===== src/rtl/tsfm_pkg.sv =====
// package for the touch sample filter and screen mapper
// holds the sequencer state type, status and op codes, register indexes
// and fixed widths; no dependencies
package tsfm_pkg;

    localparam int DATA_W = 12;
    localparam int DIV_W  = 24;
    localparam int DCNT_W = 5;
    localparam logic [DCNT_W-1:0] DIV_LAST = DCNT_W'(DIV_W - 1);

    localparam logic OP_PEN_UP = 1'b0;
    localparam logic OP_SAMPLE = 1'b1;

    localparam logic [2:0] REG_RAW_X_LOW      = 3'd0;
    localparam logic [2:0] REG_RAW_X_HIGH     = 3'd1;
    localparam logic [2:0] REG_RAW_Y_LOW      = 3'd2;
    localparam logic [2:0] REG_RAW_Y_HIGH     = 3'd3;
    localparam logic [2:0] REG_SCREEN_X_LIMIT = 3'd4;
    localparam logic [2:0] REG_SCREEN_Y_LIMIT = 3'd5;
    localparam logic [2:0] REG_INVERT_MASK    = 3'd6;
    localparam logic [2:0] REG_MISMATCH_LIMIT = 3'd7;

    localparam logic [1:0] GROUP_X1 = 2'd0;
    localparam logic [1:0] GROUP_Y1 = 2'd1;
    localparam logic [1:0] GROUP_X2 = 2'd2;
    localparam logic [1:0] GROUP_Y2 = 2'd3;

    localparam logic AXIS_X = 1'b0;
    localparam logic AXIS_Y = 1'b1;

    typedef enum logic [1:0] {
        STATUS_PEN_UP   = 2'd0,
        STATUS_REJECTED = 2'd1,
        STATUS_ACCEPTED = 2'd2
    } tsfm_status_t;

    typedef enum logic [3:0] {
        ST_IDLE     = 4'd0,
        ST_PICK     = 4'd1,
        ST_LATCH    = 4'd2,
        ST_RANK     = 4'd3,
        ST_ACC      = 4'd4,
        ST_DIV_MEAN = 4'd5,
        ST_STORE    = 4'd6,
        ST_CHECK    = 4'd7,
        ST_MAP_MUL  = 4'd8,
        ST_MAP_DIV  = 4'd9,
        ST_MAP_END  = 4'd10,
        ST_EMIT     = 4'd11
    } tsfm_state_t;

endpackage


===== src/rtl/touch_sample_filter_and_map.sv =====
// touch sample filter and screen mapper, top level
// trimmed mean per sample group, scan stability check and calibrated mapping
// depends on tsfm_pkg
//
// usage: s_* carries one item per transaction, s_tuser is the op (0 pen up,
// 1 converter sample) and s_tdata[11:0] the sample. a scan is four groups of
// SAMPLES_PER_GROUP samples (x, y, x, y). m_* gives one result per pen-up
// event or completed scan; cfg_* writes the eight calibration registers.
// steps: a sample that does not close a group is only written to the buffer.
// a group close runs the rank loop, per sample a pick, a latch, one compare per
// cycle against a single memory read port and an accumulate, then the shared
// restoring divider and a store step. closing a scan adds a check step and per
// axis a multiply, a divide (skipped on a clamp) and a mirror before the result
// is loaded. a pen-up event goes through the emit state to the output register.
// reset clears the scan position, pressed and the held coordinates and loads
// the default calibration. a result waits in the output register while the
// receiver stalls; a following result holds the sequencer until it is taken.
module touch_sample_filter_and_map #(
    parameter int SAMPLES_PER_GROUP = 5,
    parameter int DROP_EACH_END     = 1
) (
    input  logic        clk,
    input  logic        rst_n,
    input  logic        s_tvalid,
    output logic        s_tready,
    input  logic [15:0] s_tdata,   // [11:0] sample, rest zero
    input  logic        s_tuser,   // [0] op
    output logic        m_tvalid,
    input  logic        m_tready,
    output logic [55:0] m_tdata,   // [0] pressed, [12:1] raw_x_out, [24:13] raw_y_out,
                                   // [36:25] screen_x, [48:37] screen_y, rest zero
    output logic [1:0]  m_tuser,   // [1:0] scan_status
    input  logic        cfg_valid,
    output logic        cfg_ready,
    input  logic [2:0]  cfg_index,
    input  logic [11:0] cfg_data
);

    localparam int N        = SAMPLES_PER_GROUP;
    localparam int DROP_EFF = (2 * DROP_EACH_END >= N) ? (N - 1) / 2 : DROP_EACH_END;
    localparam int KEEP     = N - 2 * DROP_EFF;
    localparam int IDX_W    = $clog2(N);
    localparam int SUM_W    = tsfm_pkg::DATA_W + $clog2(N);
    localparam logic [IDX_W-1:0] N_LAST   = IDX_W'(N - 1);
    localparam logic [IDX_W:0]   RANK_LO  = (IDX_W + 1)'(DROP_EFF);
    localparam logic [IDX_W:0]   RANK_HI  = (IDX_W + 1)'(N - DROP_EFF);
    localparam logic [11:0]      KEEP_DEN = 12'(KEEP);

    // calibration registers
    logic [11:0] raw_x_low_reg, raw_x_high_reg, raw_y_low_reg, raw_y_high_reg;
    logic [11:0] screen_x_limit_reg, screen_y_limit_reg, mismatch_limit_reg;
    logic [1:0]  invert_mask_reg;

    tsfm_pkg::tsfm_state_t state_reg, state_next;

    logic [IDX_W-1:0] pos_reg, pos_next;
    logic [1:0]       group_reg, group_next;
    logic [IDX_W-1:0] i_reg, i_next, j_reg, j_next;
    logic [IDX_W-1:0] rank_reg, rank_next;
    logic [11:0]      cur_reg, cur_next;
    logic [SUM_W-1:0] sum_reg, sum_next;
    logic [tsfm_pkg::DIV_W-1:0]  quot_reg, quot_next;
    logic [11:0]                 rem_reg, rem_next;
    logic [11:0]                 den_reg, den_next;
    logic [tsfm_pkg::DCNT_W-1:0] dcnt_reg, dcnt_next;
    logic [11:0] fx_reg, fx_next, fy_reg, fy_next, sx_reg, sx_next, sy_reg, sy_next;
    logic        axis_reg, axis_next;
    logic [1:0]  status_reg, status_next;
    logic        pressed_reg, pressed_next;
    logic [11:0] held_raw_x_reg, held_raw_x_next, held_raw_y_reg, held_raw_y_next;
    logic [11:0] held_scr_x_reg, held_scr_x_next, held_scr_y_reg, held_scr_y_next;
    logic        out_valid_reg, out_valid_next;
    logic [55:0] out_data_reg, out_data_next;
    logic [1:0]  out_user_reg, out_user_next;

    // sample buffer, one write port and one registered read port
    logic [11:0]      mem [N];
    logic [IDX_W-1:0] rd_addr;
    logic [11:0]      rd_data_reg;

    logic s_accept;
    logic out_free;
    logic rank_less;
    logic include_cur;
    logic [SUM_W-1:0] sum_inc;
    logic [12:0] rem_sh, rem_sub;
    logic [11:0] diff_x, diff_y;
    logic        reject;
    logic [11:0] map_raw, map_lo, map_hi, map_lim, map_val, map_out;
    logic        map_mirror, map_low_clamp, map_high_clamp;
    logic [12:0] pair_x, pair_y;

    assign s_tready  = (state_reg == tsfm_pkg::ST_IDLE);
    assign s_accept  = s_tvalid && s_tready;
    assign cfg_ready = 1'b1;
    assign m_tvalid  = out_valid_reg;
    assign m_tdata   = out_data_reg;
    assign m_tuser   = out_user_reg;
    assign out_free  = !out_valid_reg || m_tready;

    always_ff @(posedge clk or negedge rst_n)
    begin
        if (!rst_n)
        begin
            raw_x_low_reg      <= 12'd200;
            raw_x_high_reg     <= 12'd3900;
            raw_y_low_reg      <= 12'd200;
            raw_y_high_reg     <= 12'd3900;
            screen_x_limit_reg <= 12'd319;
            screen_y_limit_reg <= 12'd479;
            invert_mask_reg    <= 2'd1;
            mismatch_limit_reg <= 12'd80;
        end
        else if (cfg_valid && cfg_ready)
        begin
            unique case (cfg_index)
                tsfm_pkg::REG_RAW_X_LOW:      raw_x_low_reg      <= cfg_data;
                tsfm_pkg::REG_RAW_X_HIGH:     raw_x_high_reg     <= cfg_data;
                tsfm_pkg::REG_RAW_Y_LOW:      raw_y_low_reg      <= cfg_data;
                tsfm_pkg::REG_RAW_Y_HIGH:     raw_y_high_reg     <= cfg_data;
                tsfm_pkg::REG_SCREEN_X_LIMIT: screen_x_limit_reg <= cfg_data;
                tsfm_pkg::REG_SCREEN_Y_LIMIT: screen_y_limit_reg <= cfg_data;
                tsfm_pkg::REG_INVERT_MASK:    invert_mask_reg    <= cfg_data[1:0];
                tsfm_pkg::REG_MISMATCH_LIMIT: mismatch_limit_reg <= cfg_data;
                default:                      ;
            endcase
        end
    end

    always_ff @(posedge clk)
    begin
        if (s_accept && s_tuser == tsfm_pkg::OP_SAMPLE)
        begin
            mem[pos_reg] <= s_tdata[11:0];
        end
        rd_data_reg <= mem[rd_addr];
    end

    always_comb
    begin
        rd_addr = '0;
        unique case (state_reg)
            tsfm_pkg::ST_PICK: rd_addr = i_reg;
            tsfm_pkg::ST_RANK: rd_addr = (j_reg == N_LAST) ? '0 : j_reg + 1'b1;
            default:           rd_addr = '0;
        endcase
    end

    // shared compare, divide step, stability check and per-axis selection
    always_comb
    begin
        rank_less   = (rd_data_reg < cur_reg) || (rd_data_reg == cur_reg && j_reg < i_reg);
        include_cur = ({1'b0, rank_reg} >= RANK_LO) && ({1'b0, rank_reg} < RANK_HI);
        sum_inc     = sum_reg + (include_cur ? SUM_W'(cur_reg) : '0);

        rem_sh  = {rem_reg, quot_reg[tsfm_pkg::DIV_W-1]};
        rem_sub = rem_sh - {1'b0, den_reg};

        diff_x = (fx_reg > sx_reg) ? fx_reg - sx_reg : sx_reg - fx_reg;
        diff_y = (fy_reg > sy_reg) ? fy_reg - sy_reg : sy_reg - fy_reg;
        reject = (diff_x > mismatch_limit_reg) || (diff_y > mismatch_limit_reg);
        pair_x = {1'b0, fx_reg} + {1'b0, sx_reg};
        pair_y = {1'b0, fy_reg} + {1'b0, sy_reg};

        if (axis_reg == tsfm_pkg::AXIS_X)
        begin
            map_raw    = held_raw_x_reg;
            map_lo     = raw_x_low_reg;
            map_hi     = raw_x_high_reg;
            map_lim    = screen_x_limit_reg;
            map_mirror = invert_mask_reg[0];
        end
        else
        begin
            map_raw    = held_raw_y_reg;
            map_lo     = raw_y_low_reg;
            map_hi     = raw_y_high_reg;
            map_lim    = screen_y_limit_reg;
            map_mirror = invert_mask_reg[1];
        end
        map_low_clamp  = (map_raw <= map_lo);
        map_high_clamp = (map_raw >= map_hi);
        map_val        = quot_reg[11:0];
        map_out        = map_mirror ? map_lim - map_val : map_val;
    end

    // next state
    always_comb
    begin
        state_next = state_reg;
        unique case (state_reg)
            tsfm_pkg::ST_IDLE:
            begin
                if (s_accept)
                begin
                    if (s_tuser == tsfm_pkg::OP_PEN_UP)
                        state_next = tsfm_pkg::ST_EMIT;
                    else if (pos_reg == N_LAST)
                        state_next = tsfm_pkg::ST_PICK;
                end
            end
            tsfm_pkg::ST_PICK:  state_next = tsfm_pkg::ST_LATCH;
            tsfm_pkg::ST_LATCH: state_next = tsfm_pkg::ST_RANK;
            tsfm_pkg::ST_RANK:
            begin
                if (j_reg == N_LAST)
                    state_next = tsfm_pkg::ST_ACC;
            end
            tsfm_pkg::ST_ACC:
            begin
                state_next = (i_reg == N_LAST) ? tsfm_pkg::ST_DIV_MEAN : tsfm_pkg::ST_PICK;
            end
            tsfm_pkg::ST_DIV_MEAN:
            begin
                if (dcnt_reg == tsfm_pkg::DIV_LAST)
                    state_next = tsfm_pkg::ST_STORE;
            end
            tsfm_pkg::ST_STORE:
            begin
                state_next = (group_reg == tsfm_pkg::GROUP_Y2) ? tsfm_pkg::ST_CHECK
                                                               : tsfm_pkg::ST_IDLE;
            end
            tsfm_pkg::ST_CHECK:
            begin
                state_next = reject ? tsfm_pkg::ST_EMIT : tsfm_pkg::ST_MAP_MUL;
            end
            tsfm_pkg::ST_MAP_MUL:
            begin
                state_next = (map_low_clamp || map_high_clamp) ? tsfm_pkg::ST_MAP_END
                                                               : tsfm_pkg::ST_MAP_DIV;
            end
            tsfm_pkg::ST_MAP_DIV:
            begin
                if (dcnt_reg == tsfm_pkg::DIV_LAST)
                    state_next = tsfm_pkg::ST_MAP_END;
            end
            tsfm_pkg::ST_MAP_END:
            begin
                state_next = (axis_reg == tsfm_pkg::AXIS_X) ? tsfm_pkg::ST_MAP_MUL
                                                            : tsfm_pkg::ST_EMIT;
            end
            tsfm_pkg::ST_EMIT:
            begin
                if (out_free)
                    state_next = tsfm_pkg::ST_IDLE;
            end
            default: state_next = tsfm_pkg::ST_IDLE;
        endcase
    end

    // datapath and outputs
    always_comb
    begin
        pos_next        = pos_reg;
        group_next      = group_reg;
        i_next          = i_reg;
        j_next          = j_reg;
        rank_next       = rank_reg;
        cur_next        = cur_reg;
        sum_next        = sum_reg;
        quot_next       = quot_reg;
        rem_next        = rem_reg;
        den_next        = den_reg;
        dcnt_next       = dcnt_reg;
        fx_next         = fx_reg;
        fy_next         = fy_reg;
        sx_next         = sx_reg;
        sy_next         = sy_reg;
        axis_next       = axis_reg;
        status_next     = status_reg;
        pressed_next    = pressed_reg;
        held_raw_x_next = held_raw_x_reg;
        held_raw_y_next = held_raw_y_reg;
        held_scr_x_next = held_scr_x_reg;
        held_scr_y_next = held_scr_y_reg;
        out_valid_next  = out_valid_reg && !m_tready;
        out_data_next   = out_data_reg;
        out_user_next   = out_user_reg;

        unique case (state_reg)
            tsfm_pkg::ST_IDLE:
            begin
                if (s_accept)
                begin
                    if (s_tuser == tsfm_pkg::OP_PEN_UP)
                    begin
                        pos_next     = '0;
                        group_next   = tsfm_pkg::GROUP_X1;
                        pressed_next = 1'b0;
                        status_next  = tsfm_pkg::STATUS_PEN_UP;
                    end
                    else if (pos_reg == N_LAST)
                    begin
                        pos_next = '0;
                        i_next   = '0;
                        sum_next = '0;
                    end
                    else
                    begin
                        pos_next = pos_reg + 1'b1;
                    end
                end
            end
            tsfm_pkg::ST_PICK: ;
            tsfm_pkg::ST_LATCH:
            begin
                cur_next  = rd_data_reg;
                j_next    = '0;
                rank_next = '0;
            end
            tsfm_pkg::ST_RANK:
            begin
                // rank with ties broken by position gives a permutation
                if (rank_less)
                    rank_next = rank_reg + 1'b1;
                j_next = j_reg + 1'b1;
            end
            tsfm_pkg::ST_ACC:
            begin
                if (i_reg == N_LAST)
                begin
                    quot_next = tsfm_pkg::DIV_W'(sum_inc);
                    rem_next  = '0;
                    den_next  = KEEP_DEN;
                    dcnt_next = '0;
                    sum_next  = '0;
                end
                else
                begin
                    sum_next = sum_inc;
                    i_next   = i_reg + 1'b1;
                end
            end
            tsfm_pkg::ST_DIV_MEAN, tsfm_pkg::ST_MAP_DIV:
            begin
                // restoring divide, one quotient bit per cycle
                if (!rem_sub[12])
                begin
                    rem_next  = rem_sub[11:0];
                    quot_next = {quot_reg[tsfm_pkg::DIV_W-2:0], 1'b1};
                end
                else
                begin
                    rem_next  = rem_sh[11:0];
                    quot_next = {quot_reg[tsfm_pkg::DIV_W-2:0], 1'b0};
                end
                dcnt_next = dcnt_reg + 1'b1;
            end
            tsfm_pkg::ST_STORE:
            begin
                unique case (group_reg)
                    tsfm_pkg::GROUP_X1: fx_next = quot_reg[11:0];
                    tsfm_pkg::GROUP_Y1: fy_next = quot_reg[11:0];
                    tsfm_pkg::GROUP_X2: sx_next = quot_reg[11:0];
                    tsfm_pkg::GROUP_Y2: sy_next = quot_reg[11:0];
                    default:            ;
                endcase
                group_next = group_reg + 1'b1;
            end
            tsfm_pkg::ST_CHECK:
            begin
                if (reject)
                begin
                    status_next = tsfm_pkg::STATUS_REJECTED;
                end
                else
                begin
                    held_raw_x_next = pair_x[12:1];
                    held_raw_y_next = pair_y[12:1];
                    axis_next       = tsfm_pkg::AXIS_X;
                end
            end
            tsfm_pkg::ST_MAP_MUL:
            begin
                if (map_low_clamp)
                begin
                    quot_next = '0;
                end
                else if (map_high_clamp)
                begin
                    quot_next = tsfm_pkg::DIV_W'(map_lim);
                end
                else
                begin
                    quot_next = {12'd0, map_raw - map_lo} * {12'd0, map_lim};
                    den_next  = map_hi - map_lo;
                    rem_next  = '0;
                    dcnt_next = '0;
                end
            end
            tsfm_pkg::ST_MAP_END:
            begin
                if (axis_reg == tsfm_pkg::AXIS_X)
                begin
                    held_scr_x_next = map_out;
                    axis_next       = tsfm_pkg::AXIS_Y;
                end
                else
                begin
                    held_scr_y_next = map_out;
                    pressed_next    = 1'b1;
                    status_next     = tsfm_pkg::STATUS_ACCEPTED;
                end
            end
            tsfm_pkg::ST_EMIT:
            begin
                if (out_free)
                begin
                    out_valid_next = 1'b1;
                    out_data_next  = {7'd0, held_scr_y_reg, held_scr_x_reg,
                                      held_raw_y_reg, held_raw_x_reg, pressed_reg};
                    out_user_next  = status_reg;
                end
            end
            default: ;
        endcase
    end

    always_ff @(posedge clk or negedge rst_n)
    begin
        if (!rst_n)
        begin
            state_reg      <= tsfm_pkg::ST_IDLE;
            pos_reg        <= '0;
            group_reg      <= tsfm_pkg::GROUP_X1;
            pressed_reg    <= 1'b0;
            held_raw_x_reg <= '0;
            held_raw_y_reg <= '0;
            held_scr_x_reg <= '0;
            held_scr_y_reg <= '0;
            out_valid_reg  <= 1'b0;
        end
        else
        begin
            state_reg      <= state_next;
            pos_reg        <= pos_next;
            group_reg      <= group_next;
            pressed_reg    <= pressed_next;
            held_raw_x_reg <= held_raw_x_next;
            held_raw_y_reg <= held_raw_y_next;
            held_scr_x_reg <= held_scr_x_next;
            held_scr_y_reg <= held_scr_y_next;
            out_valid_reg  <= out_valid_next;
        end
    end

    always_ff @(posedge clk)
    begin
        i_reg        <= i_next;
        j_reg        <= j_next;
        rank_reg     <= rank_next;
        cur_reg      <= cur_next;
        sum_reg      <= sum_next;
        quot_reg     <= quot_next;
        rem_reg      <= rem_next;
        den_reg      <= den_next;
        dcnt_reg     <= dcnt_next;
        fx_reg       <= fx_next;
        fy_reg       <= fy_next;
        sx_reg       <= sx_next;
        sy_reg       <= sy_next;
        axis_reg     <= axis_next;
        status_reg   <= status_next;
        out_data_reg <= out_data_next;
        out_user_reg <= out_user_next;
    end

endmodule


===== config.mk =====
export PLATFORM = sky130hd
export DESIGN_NAME = touch_sample_filter_and_map
export DESIGN_NICKNAME = d
export VERILOG_FILES = /design/src/rtl/tsfm_pkg.sv /design/src/rtl/touch_sample_filter_and_map.sv
export SDC_FILE = /design/constraint.sdc
export NUM_CORES = 1
export LEC_CHECK = 0
export ABC_CLOCK_PERIOD_IN_PS = 8900
export BUFFER_PORTS_ARGS = -buffer_cell sky130_fd_sc_hd__buf_2
export CAP_MARGIN = 20
export CORE_MARGIN = 4
export CORE_UTILIZATION = 40
export CTS_BUF_LIST = sky130_fd_sc_hd__clkbuf_8
export CTS_CLUSTER_DIAMETER = 150
export CTS_CLUSTER_SIZE = 16
export DETAILED_ROUTE_END_ITERATION = 7
export HOLD_SLACK_MARGIN = 0.02
export SYNTH_ARGS = -nofsm -noshare
export SYNTH_HDL_FRONTEND = slang
export SYNTH_SLANG_ARGS = --single-unit
export TNS_END_PERCENT = 5

===== constraint.sdc =====
create_clock -name clk -period 8.9 [get_ports clk]
set_clock_uncertainty 0.05 [all_clocks]
set_input_delay 0.445 -clock clk [delete_from_list [all_inputs] [get_ports clk]]
set_output_delay 0.445 -clock clk [all_outputs]
set_load 0.05 [all_outputs]

==> impl_results.md, run 1 <==
- Status: complete, no violations
- Rel. slew slack: 36.44%
- Synth Register Bits: 408
- Vias in the first global route: 19589
- First drt pass iteration count: 7
- Seq pwr share: 20.4%
- Sequential-to-total area share from yosys stat: 41.84%
- Design Area, Final: 29650 µm²
- Largest cells by area after synthesis: edfxtp_1 28%, ha_1 12%, dfrtp_1 9.6%, fa_1 8.1%, mux2_2 4.9%
- Pwr Density: 356.7 nW/µm²
- Total core area: just under 70000 µm²
- Synth unique cells: 83
- H-tree depth: 1
- IO Port Bufs: 85
- Clock sink total: 408
- Post-synthesis async set-or-reset flop share: 35.54%
- Total track usage: roughly 18%
- DP Area: 28900 µm²
- Synth-to-Final Area Change: 8.290%
- Final-stage net count: between 3000 and 4000
- FP Rows: 95
- Fmax: 121.2 MHz
- Clock power share: 9.2%
- EDFF count, synth: between 200 and 300
- Layout cell share with drive strength beyond 1: 12.93%
- Io pins: 98
- Max incr delay on CP: 0.55 ns
- Synth Flop Type: edfxtp_1
- Synth area leader: edfxtp_1
- RD Place Congestion: 0.8522
- Die H: 269.6 µm
- Detailed-route wire length per cell: roughly 19 µm
- CTS tree: built
- Setup CP Type: flop to flop
- WHS: 0.06794 ns
- Total gr overflow: 0
- Drt via density: 5.336
- CP dominant cell by count: fa_1
- Slowest-stage cell, CP: fa_1
- Worst Setup End Kind: flop
- Clock Path Buffers: 3
- DRC: 0
- Crit path max fanout: 11
- Comb power frac: 70.4%
- Final min period: 8.251 ns
- Initial antenna violation count: 1
- Sw frac: 47.53%
- Setup violators final: 0
- Gate Count Post-Synth: between 2000 and 3000
- Initial Util: 40.55%
- CP bufs+invs: 5
- CTS buffer count: 30
- Hpwl dp: ~53000 µm
- Avg Cell Area, Syn: 10.67 µm²
- Later-pin clock latency in the skew report: 0.69 ns
- Most frequent cell after synthesis: inv_1
- P_int: approximately 0.0055 W
- Final period util: 92.70%
- Full die area: 72700 µm²
- Hold Violations, Final: 0
- Top delay family on crit path: adder cells
- Final wirelength: a little under 70000 µm
- First-pass GRT wire length: ~110000 µm
- Routed Antenna Nets: 0
- DR iter-0 viols: 1290
- Clock Pin Slew Worst Setup and Hold Paths: roughly 0.11 ns
- Worst setup SP type: flop
- Max-slew violations: 0
- WP data arrival: roughly 8.6 ns
- Number of flip-flops under the largest register name: 60
- Cell Area, Synth: roughly 27000 µm²
- Peak VDD IR: 0.8328 mV
- Slew @ Worst Pin: 0.9463 ns
- RSZ-0062 raised after global routing: false
- Worst Hold Class: input pin to flop
- Setup tns final: 0 ns
- Switch Pwr: between 0.005 and 0.006 W
- Static Leak: 13.06 nW
- Via count: 18995
- Top post-synthesis cells by count: 293 x inv_1, 253 x ha_1, 251 x edfxtp_1
- Number of max-cap violations: 0
- Root Driver: clkbuf_8
- Largest net degree at the start of global routing: between 80 and 90
- Post-synth top area share: 27.53%
- Worst endpoint required time: 9.24 ns
- Cells resized by post-CTS repair: 0
- Die X-Extent: roughly 270 µm
- Filler cells: 6334
- YS warnings: 0
[worst paths after layout]
| kind | start | slack [ns] | end | depth (start not counted) |
|---|---|---|---|---|
| max | axis_reg$_DFFE_PP_ | 0.65 | quot_reg[23]$_DFFE_PP_ | 28 |
| max in group asynchronous | rst_n | 7.24 | raw_y_high_reg[8]$_DFFE_PN1P_ | 4 |
| min | m_tready | 0.07 | m_tvalid$_DFF_PN0_ | 3 |
| min reg2reg | status_reg[1]$_DFFE_PP_ | 0.37 | m_tuser[1]$_DFFE_PP_ | 0 |
| max reg2reg | axis_reg$_DFFE_PP_ | 0.65 | quot_reg[23]$_DFFE_PP_ | 28 |
| min in group asynchronous | rst_n | 0.25 | held_raw_x_reg[4]$_DFFE_PN0P_ | 2 |
[final cells by class]
cell class	instances	area (µm²)	area share, %
clock inverters	25	118.9	0.4009
multi-input cells	1776	14480	48.82
well taps	873	1092	3.684
inverters	299	1122	3.785
diodes	3	7.507	0.02532
repair buffers	146	963.4	3.249
clock buffers	30	412.9	1.393
flip-flops and latches	408	11460	38.64
[what timing repair did]
action                                  in CTS  in global routing
endpoints found under the hold margin      120                  0
hold buffers                                14                  0
buffers inserted                             0                  2
endpoints found under the setup margin       0                  1
[cells in the final DEF (no fill, tap or decap), types with 86 or more instances in the layout]
master and n:
fa_1 111, a21oi_1 129, edfxtp_1 251, o21ai_0 123
ha_1 253, xnor2_1 86, inv_1 315, mux2_2 120
dfrtp_1 105, nor2_1 186, nand2_1 193
[kinds of logic after synthesis]
| group | count (synthesis) | share of synthesized area, % |
|---|---|---|
| adder cells (fa/ha/maj) | 364 | 19.68 |
| XOR/XNOR | 114 | 3.647 |
| other | 2 | 0.02743 |
| flip-flops | 408 | 41.84 |
| AO/OA/AOI/OAI | 466 | 10.75 |
| multiplexers | 195 | 7.700 |
| AND/OR/NAND/NOR | 629 | 10.81 |
| buffers and inverters | 387 | 5.548 |
[power by group through the flow]
stage,Sequential (W),Combinational [W],Clock (W)
6_report,0.00216,0.00745,0.000970
3_5_place_dp,0.00220,0.00743,0
3_3_place_gp,0.00219,0.00741,0
5_1_grt,0.00217,0.00856,0.00108
2_1_floorplan,0.00218,0.00567,0
4_1_cts,0.00216,0.00754,0.00101
[worst min-delay path: stages]
cell	delay, ns
buf_2	0.08
nand2b_1	0.13
o21ai_0	0.09
[metal layers]
layer / routed length (µm) / global-route usage [%]
met1: 28950 / 23.35
met2: 33720 / 32.22
met3: 2855 / 2.320
met4: 2601 / 6.873
met5: 0 / 0
[per-stage QoR]
stage / instances / setup WS [ns] / total power (W) / utilization [%]
after floorplan: 2571 / 0.1111 / 0.007854 / -
after global placement: 3482 / 0.3996 / 0.009607 / 42.79
after detailed placement: 3483 / 0.3532 / 0.009627 / 42.80
after CTS: 3552 / 0.2893 / 0.01070 / 43.80
after global routing: 3560 / 0.1832 / 0.01180 / 43.92
final: 3560 / 0.6494 / 0.01058 / 43.92
No activity file was read; power rests on OpenSTA's default activity.
==> inputs of run 2 (changes only) <==
- CORE_UTILIZATION: 40 -> 45
- HOLD_SLACK_MARGIN: 0.02 -> not set
==> impl_results.md, run 2 (synthesis results as in run 1) <==
- First-pass GRT wire length: 105100 µm (-2.7%)
- Worst Setup End Kind: flop
- Number of flip-flops under the largest register name: 60 (unchanged)
- Routed Antenna Nets: 0 (unchanged)
- Hpwl dp: 52190 µm (-1.2%)
- Setup violators final: 0 (unchanged)
- Top delay family on crit path: adder cells
- Number of max-cap violations: 0 (unchanged)
- CP bufs+invs: 5 (unchanged)
- Register-to-Register Path Depth: 29 (+3.6%)
- Io pins: 98 (unchanged)
- Most frequent cells in the layout: 316 x inv_1, 253 x ha_1, 251 x edfxtp_1
- Total track usage: 20.46% (+2.1 points)
- Total core area: 60250 µm² (-11%)
- Worst setup SP type: flop
- Setup crit end: quot_reg[23]$_DFFE_PP_
- CTS tree: built
- Cells resized by post-CTS repair: 0 (unchanged)
- Rel. slew slack: 26.40% (-10 points)
- Slew @ Worst Pin: 1.099 ns (+0.1529 ns)
- Hold Violations, Final: 0 (unchanged)
- Later-pin clock latency in the skew report: 0.66 ns (-0.03 ns)
- DR iter-0 viols: 1382 (+7.1%)
- Max-slew violations: 0 (unchanged)
- RSZ-0062 raised after global routing: false
- First drt pass iteration count: 5 (-2)
- Largest net degree at the start of global routing: 83 (-3.5%)
- WP data arrival: 8.46 ns (-0.13 ns)
- Cell count along the critical path: 29 (+3.6%)
- DP Area: 28810 µm² (-0.29%)
- RD Place Congestion: 0.9020 (+5.8%)
- Vias in the first global route: 19073 (-2.6%)
- Clock Path Buffers: 3 (unchanged)
- Die H: 254.7 µm (-5.6%)
- CP dominant cell by count: fa_1
- Commonest non-fill, non-tap cell in the layout: inv_1
- Detailed-route wire length per cell: 19.26 µm (+0.64%)
- CTS buffer count: 29 (-3.3%)
- Clock sink total: 408 (unchanged)
- Peak VDD IR: 0.9976 mV (+20%)
- Worst R2R Start: axis_reg$_DFFE_PP_
- DRC: 0 (unchanged)
- Reg2reg end: quot_reg[23]$_DFFE_PP_
- Setup tns final: 0 ns (unchanged)
- IO Port Bufs: 85 (unchanged)
- Setup CP Type: flop to flop
- R2r setup slk: 0.78 ns (+0.13 ns)
- Final period util: 91.21% (-1.5 points)
- Design Area, Final: 29520 µm² (-0.45%)
- Pwr Density: 359.0 nW/µm² (+0.65%)
- Clock Pin Slew Worst Setup and Hold Paths: 0.12 ns (about the same)
- Static Leak: 13.05 nW (about the same)
- Die X-Extent: 254.7 µm (-5.6%)
- Final-stage net count: 3061 (-0.033%)
- Layout cell share with drive strength beyond 1: 13.01% (+0.079 points)
- Root Driver: clkbuf_8
- Fmax: 123.2 MHz (+1.6%)
- Worst endpoint required time: 9.24 ns (about the same)
- Final min period: 8.118 ns (-0.1328 ns)
- Via count: 18938 (-0.30%)
- FP Rows: 90 (-5.3%)
- Worst setup startpoint: axis_reg$_DFFE_PP_
- Slowest-stage cell, CP: fa_1
- Total gr overflow: 0 (unchanged)
- Initial Util: 45.45% (+4.9 points)
- Final wirelength: 66770 µm (-2.0%)
- Worst Hold Class: input pin to flop
- H-tree depth: 1 (unchanged)
- Crit path max fanout: 11 (unchanged)
- Synth-to-Final Area Change: 7.805%
- Status: complete, no violations
- Max incr delay on CP: 0.55 ns (about the same)
- Initial antenna violation count: 4 (+3)
- Drt via density: 5.462 (+2.4%)
- Full die area: 64850 µm² (-11%)
- Filler cells: 5500 (-13%)
-- run 2: layout make-up --
class | count | area, µm² | share of cell area, %
antenna | 2 | 5.005 | 0.01696
multi-input combinational | 1776 | 14490 | 49.09
clock inverter | 25 | 106.4 | 0.3603
tap | 782 | 978.4 | 3.315
sequential | 408 | 11460 | 38.81
clock buffer | 29 | 399.1 | 1.352
inverter | 299 | 1122 | 3.802
timing repair buffer | 146 | 958.4 | 3.247
-- run 2: stage by stage --
stage | worst slack (ns) | utilization, % | instances | total power (W) | hold WS, ns
CTS | 0.3768 | 48.88 | 3461 | 0.01074 | 0.03755
global route | 0.1638 | 48.99 | 3467 | 0.01180 | 0.06992
detailed placement | 0.4017 | 47.83 | 3394 | 0.009721 | 0.3609
finish | 0.7822 | 48.99 | 3467 | 0.01060 | 0.1004
floorplan | 0.1111 | - | 2571 | 0.007854 | 0.09941
global placement | 0.4033 | 47.81 | 3393 | 0.009638 | 0.3666
-- run 2: what timing repair did --
| action | in CTS | in global routing |
|---|---|---|
| hold buffers | 13 | 0 |
| setup buffers | 0 | 3 |
| setup endpoints to repair | 0 | 2 |
| hold endpoints to repair | 107 | 0 |
-- run 2: power breakdown --
part           internal [W]  leakage [nW]  switching, W  total, W
Clock              0.000311         0.342      0.000612  0.000923
Combinational       0.00312          8.71       0.00440   0.00752
Sequential          0.00211          4.00     0.0000446   0.00215
Total               0.00554          13.1       0.00505    0.0106
-- run 2: how the worst min path moves through the flow --
stage                                        from                        to  slack, ns  depth (start not counted)
final                                    m_tready        m_tvalid$_DFF_PN0_       0.10                          3
after global placement    status_reg[1]$_DFFE_PP_      m_tuser[1]$_DFFE_PP_       0.37                          0
after floorplan                             rst_n  group_reg[0]$_DFFE_PN0P_        0.1                          0
after detailed placement  status_reg[1]$_DFFE_PP_      m_tuser[1]$_DFFE_PP_       0.36                          0
after CTS                                m_tready        m_tvalid$_DFF_PN0_       0.04                          3
after global routing                      s_tuser    pos_reg[1]$_DFFE_PN0P_       0.07                          3
-- run 2: tightest hold or removal path, cell delays in order --
cell      delay, ns
buf_2          0.07
nand2b_1       0.14
o21ai_0        0.09
-- run 2: layer usage --
| layer | GRT usage [%] | vias to the layer above | share of wire, % |
|---|---|---|---|
| li1 | - | 9071 | - |
| met3 | 1.734 | 97 | 3.8 |
| met5 | 0 | - | 0 |
| met4 | 5.690 | 0 | 3.0 |
| met1 | 27.55 | 9318 | 44 |
| met2 | 35.80 | 452 | 49 |
